==> src/hdl/twhm_pkg.sv <==
// Package for the time window hit merger: field structs, kinds, sizes.
// No dependencies.
package twhm_pkg;

    localparam int MaxHits  = 64;
    localparam int IdxW     = 6;
    localparam int CntW     = 7;

    localparam logic [2:0] KIND_MERGED  = 3'd0;
    localparam logic [2:0] KIND_NEW     = 3'd1;
    localparam logic [2:0] KIND_SKIPPED = 3'd2;
    localparam logic [2:0] KIND_DROPPED = 3'd3;
    localparam logic [2:0] KIND_READOUT = 3'd4;
    localparam logic [2:0] KIND_EMPTY   = 3'd5;

    localparam logic OP_STEP = 1'b0;
    localparam logic OP_EOE  = 1'b1;

    typedef struct packed {
        logic               operation;
        logic        [23:0] energy_deposit;
        logic        [31:0] hit_time;
        logic signed [23:0] pos_x;
        logic signed [23:0] pos_y;
        logic signed [23:0] pos_z;
        logic signed [31:0] mom_x;
        logic signed [31:0] mom_y;
        logic signed [31:0] mom_z;
        logic        [19:0] track_id;
    } t_in_word;

    typedef struct packed {
        logic        [2:0]  record_kind;
        logic        [5:0]  entry_index;
        logic        [23:0] out_energy;
        logic        [31:0] out_time;
        logic signed [23:0] out_pos_x;
        logic signed [23:0] out_pos_y;
        logic signed [23:0] out_pos_z;
        logic signed [31:0] out_mom_x;
        logic signed [31:0] out_mom_y;
        logic signed [31:0] out_mom_z;
        logic        [19:0] out_track;
        logic               last;
    } t_out_word;

    // Hit content without the energy (taken from a step on earlier time).
    typedef struct packed {
        logic        [31:0] tm;
        logic signed [23:0] px;
        logic signed [23:0] py;
        logic signed [23:0] pz;
        logic signed [31:0] mx;
        logic signed [31:0] my;
        logic signed [31:0] mz;
        logic        [19:0] trk;
    } t_hit_body;

    // Controller to datapath commands
    typedef struct packed {
        logic            load_in;   // capture input word
        logic            do_update; // write hit table for the captured step
        logic            emit_blank;
        logic [2:0]      blank_kind;
        logic            rd_req;    // read entry rd_idx for readout
        logic [IdxW-1:0] rd_idx;
        logic            rd_last;
    } t_ctl_cmd;

    // Datapath to controller status
    typedef struct packed {
        logic            is_eoe;
        logic            zero_e;
    } t_dp_stat;

endpackage

==> src/hdl/twhm_ctrl.sv <==
// Controller: sequences capture, update or blank result, and the readout run.
// Depends on twhm_pkg.
module twhm_ctrl (
    input  logic               i_clk,
    input  logic               i_rst_n,
    input  logic               i_start,
    input  twhm_pkg::t_dp_stat i_stat,
    input  logic [twhm_pkg::CntW-1:0] i_count,
    output logic               o_busy,
    output twhm_pkg::t_ctl_cmd o_cmd
);
    import twhm_pkg::*;

    typedef enum logic [3:0] {
        S_IDLE = 4'b0001,
        S_EXEC = 4'b0010,
        S_READ = 4'b0100,
        S_WAIT = 4'b1000
    } t_state;

    t_state          r_state, n_state;
    logic [IdxW-1:0] r_idx, n_idx;
    logic            accept;
    logic            rd_last;

    assign accept  = i_start && (r_state == S_IDLE);
    assign rd_last = ({1'b0, r_idx} + 1'b1) == i_count;

    always_comb begin
        n_state = r_state;
        n_idx   = r_idx;
        o_cmd   = '0;
        o_cmd.load_in = accept;
        o_cmd.rd_idx  = r_idx;
        o_cmd.rd_last = rd_last;
        unique case (r_state)
            S_IDLE: begin
                if (i_start) n_state = S_EXEC;
            end
            S_EXEC: begin
                n_idx = '0;
                if (i_stat.is_eoe) begin
                    if (i_count == '0) begin
                        o_cmd.emit_blank = 1'b1;
                        o_cmd.blank_kind = KIND_EMPTY;
                        n_state = S_WAIT;
                    end else begin
                        n_state = S_READ;
                    end
                end else if (i_stat.zero_e) begin
                    o_cmd.emit_blank = 1'b1;
                    o_cmd.blank_kind = KIND_SKIPPED;
                    n_state = S_WAIT;
                end else begin
                    o_cmd.do_update = 1'b1;
                    n_state = S_WAIT;
                end
            end
            S_READ: begin
                o_cmd.rd_req = 1'b1;
                n_idx = r_idx + 1'b1;
                if (rd_last) n_state = S_WAIT;
            end
            S_WAIT: n_state = S_IDLE;
            default: n_state = S_IDLE;
        endcase
    end

    always_ff @(posedge i_clk) begin
        if (!i_rst_n) begin
            r_state <= S_IDLE;
            r_idx   <= '0;
        end else begin
            r_state <= n_state;
            r_idx   <= n_idx;
        end
    end

    assign o_busy = (r_state != S_IDLE);
endmodule

==> config.mk <==
export PLATFORM = sky130hd
export DESIGN_NAME = twhm_ctrl
export DESIGN_NICKNAME = d
export VERILOG_FILES = /design/src/hdl/twhm_pkg.sv /design/src/hdl/twhm_ctrl.sv
export SDC_FILE = /design/constraint.sdc
export NUM_CORES = 1
export LEC_CHECK = 0
export BUFFER_PORTS_ARGS = -buffer_cell sky130_fd_sc_hd__buf_2
export CAP_MARGIN = 10
export CORE_MARGIN = 5
export CORE_UTILIZATION = 46
export CTS_BUF_LIST = sky130_fd_sc_hd__clkbuf_8 sky130_fd_sc_hd__clkbuf_16
export CTS_CLUSTER_DIAMETER = 30
export DETAILED_ROUTE_END_ITERATION = 8
export GPL_TIMING_DRIVEN = 0
export MAX_ROUTING_LAYER = met4
export PLACE_DENSITY = 0.76
export SLEW_MARGIN = 20
export SYNTH_ARGS = -nofsm -noshare
export SYNTH_HDL_FRONTEND = slang
export SYNTH_SLANG_ARGS = --single-unit
==> constraint.sdc <==
create_clock -name i_clk -period 2.3 [get_ports i_clk]
set_input_delay 0.345 -clock i_clk [delete_from_list [all_inputs] [get_ports i_clk]]
set_output_delay 0.345 -clock i_clk [all_outputs]
set_load 0.01 [all_outputs]
==> metrics.md <==
| Metric | Value |
|---|---|
| Critical path launch point type | `register` |
| Crit-path slowest cell | `dfxtp_4` |
| DIE WIDTH | `slightly below 50 um` |
| Share of cells above drive strength 1 | `between 30% and 40%` |
| CTS tree | `yes` |
| Kind of critical path | `register to output pin` |
| Final routed DRC violation total | `0` |
| Worst-Margin Slew | `around 0.59 ns` |
| Number of global-route vias before repair | `approximately 700` |
| Worst Hold End | `r_state[1]` |
| Post-synth EDFFs | `0` |
| Non-Filler Instances | `138` |
| Syn_nets | `103` |
| FP Rows | `14` |
| DRT iter0 DRCs | `18` |
| Drt pass-1 iters | `4` |
| Mapped cell area | `a little under 700 sq um` |
| DP HPWL | `approximately 1300 um` |
| Port Buffer Count | `26` |
| Total grt overflow | `0` |
| First-pass GRT wire length | `just under 3000 um` |
| Post-layout min period | `around 2.2 ns` |
| I/O pin count | `27` |
| Cts-stage hold buffer count | `0` |
| Unrepaired setup endpoints after global routing | `no` |
| Reg2reg setup slack | `about 0.57 ns` |
| H-Tree Depth | `1` |
| Peak supply drop | `between 0.3 and 0.4 mV` |
| Slowest stage delay, CP | `about 0.36 ns` |
| Core area | `1471 sq um` |
| Worst-path cell chain | `ha_4 > xnor2_2 > xnor2_1 > nor4_1 > nand3_1 > nor2_1 > buf_4 > buf_6` |
| # diodes | `0` |
| CTS buffer count | `3` |
| Async SR Flop Fraction | `0%` |
| Worst-Skew Late Latency | `0.24 ns` |
| HP Start | `i_start` |
| Syn-to-layout area delta | `37.68%` |
| Root Driver | `clkbuf_8` |
| Status | `finished, final reports clean` |
| Clock Skew | `between 0.001 and 0.0015 ns` |
| Number of cells on the worst reg-to-reg path | `6` |
| MaxCap Viol Count | `0` |
| GP Congestion | `0.8412` |
| Data arrival time of the critical path | `approximately 1.8 ns` |
| Pin count of the biggest net entering global routing | `9` |
| Main synth FF type | `dfxtp_1` |
| Chip height | `48.75 um` |
| Final Hold Viols | `0` |
| RR Startpoint | `r_idx[0]` |
| WHS Path Cells | `2` |
| FMAX | `around 460 MHz` |
| Final WL | `1802 um` |
| Clock slew at reported path FFs | `0.05 ns` |
| FILL cells | `around 130` |
| Clk sink count | `10` |
| Worst hold path class | `primary input to register` |
| Via Count | `~770` |
| Setup TNS | `0 ns` |
| Drt wl/cell | `13.06 um` |
| Post-synthesis sequential area ratio | `between 20% and 30%` |
| Mapped Avg Cell Area | `between 7 and 8 sq um` |
| Final period util | `approximately 95%` |
| Final #Nets | `between 100 and 150` |
| Initial Util | `46.94%` |
| CTS max path bufs | `2` |
| Antenna violations before repair | `0` |
| All-layer global routing usage | `~16%` |
| Synth Instances | `90` |
| Leakage | `slightly above 0.4 nW` |
| Final setup violation count | `0` |
| Critical Path RT | `1.96 ns` |
| Die area | `roughly 2400 sq um` |
| Post-DRT Antenna Nets | `0` |
| CP max FO | `4` |
| Dpl cells | `roughly 130` |
| Slew headroom | `between 60 and 70%` |
| Vias per std cell | `5.551` |
| Post-synth cell types | `31` |
| Cell Pwr Density | `roughly 490 nW/um^2` |
| RR Endpoint | `r_state[2]` |
| Max-slew violations | `0` |
| Worst setup EP type | `output pin` |
| Flops & latches, synth | `10` |
| Synth Warn # | `0` |
-- cell families (layout without fill, tap and decap cells) --
logic type | count (synthesis) | count (layout) | synth area share, %
simple gates | 47 | 47 | 37.32
compound gates | 16 | 16 | 14.67
xor+xnor | 9 | 9 | 11.41
fa+ha+maj | 1 | 1 | 1.811
buf+inv | 7 | 39 | 5.796
flops | 10 | 10 | 28.99
-- metrics by stage --
step	total power, W	cell area (sq um)	setup slack, ns	utilization, %	hold slack [ns]
4_1_cts	0.0004660	908.4	0.06430	61.73	0.3546
2_1_floorplan	0.0002172	690.7	0.3513	-	0.4732
3_3_place_gp	0.0002412	840.8	0.1458	57.14	0.5551
3_5_place_dp	0.0002433	840.8	0.07498	57.14	0.5852
5_1_grt	0.0004854	950.9	0.01586	64.63	0.3711
6_report	0.0004631	950.9	0.1240	64.63	0.3600
-- cells in the mapped netlist (3+ instances only) --
cell type,count,area share (%)
dfxtp_1,10,29
nand2_1,9,4.9
nor2_1,9,4.9
nand3_1,7,5.1
xnor2_1,7,8.9
a21oi_1,6,4.3
nor2b_1,6,5.4
buf_4,3,3.3
nor3_1,3,2.2
o21ai_0,3,2.2
-- layer usage --
layer  part of all wire, %  vias to the layer above  global-route usage, %
met1                    44                      350                  19.26
met4                   2.7                        0                  7.175
met3                   7.4                        7                  4.294
met5                     0                        -                      -
met2                    46                       30                  23.70
li1                      -                      379                      -
-- power by group --
part           internal, W  leakage [nW]  switching (W)  total (W)
clock network     0.000151        0.0288      0.0000706   0.000221
logic            0.0000300         0.291      0.0000323  0.0000623
registers         0.000176        0.0823     0.00000311   0.000180
-- layout make-up --
class                   count  area (sq um)  share of cell area [%]
inverters                   3         12.51                   1.316
well taps                  16         20.02                   2.105
plain buffers               4         27.53                   2.895
flip-flops and latches     10         205.2                   21.58
repair buffers             28         151.4                   15.92
multi-input cells          73         479.2                   50.39
clock buffers               4         55.05                   5.789
-- how the worst max path moves through the flow --
| stage | endpoint | from |
|---|---|---|
| after detailed placement | o_cmd[0] | r_idx[0] |
| after floorplan | o_cmd[0] | r_idx[0] |
| after global placement | o_cmd[0] | r_idx[0] |
| final | o_cmd[0] | r_idx[0] |
| after CTS | o_cmd[0] | r_idx[1] |
| after global routing | o_cmd[0] | r_idx[0] |
-- state kept, by name, summed over array words and instances (netlist names) --
name,count
r_state,4
r_idx,6
-- layout by cell type (no fill, tap or decap), types with 3 or more instances in the layout --
master and n:
buf_2 26, o21ai_0 3, nand3_1 6, nor3_1 3, dfxtp_1 8, clkbuf_8 4, nand2_1 9, xnor2_1 6
nor2_1 9, nor2b_1 6, a21oi_1 5, buf_4 5
-- what timing repair did --
| action | CTS | global route |
|---|---|---|
| hold endpoints to repair | 0 | 0 |
| setup buffers | 0 | 2 |
| pin swaps | 1 | 4 |
| endpoints found under the setup margin | 1 | 1 |
| gates resized for setup | 4 | 5 |
-- worst max-delay path: cells and delay by family (launching register included) --
| kind | cells | cell delay, ns |
|---|---|---|
| flip-flops | 1 | 0.36 |
| adder cells (fa/ha/maj) | 1 | 0.18 |
| buffers and inverters | 2 | 0.20 |
| AND/OR/NAND/NOR | 3 | 0.60 |
| XOR/XNOR | 2 | 0.26 |
No activity file was read; power rests on OpenSTA's default activity.
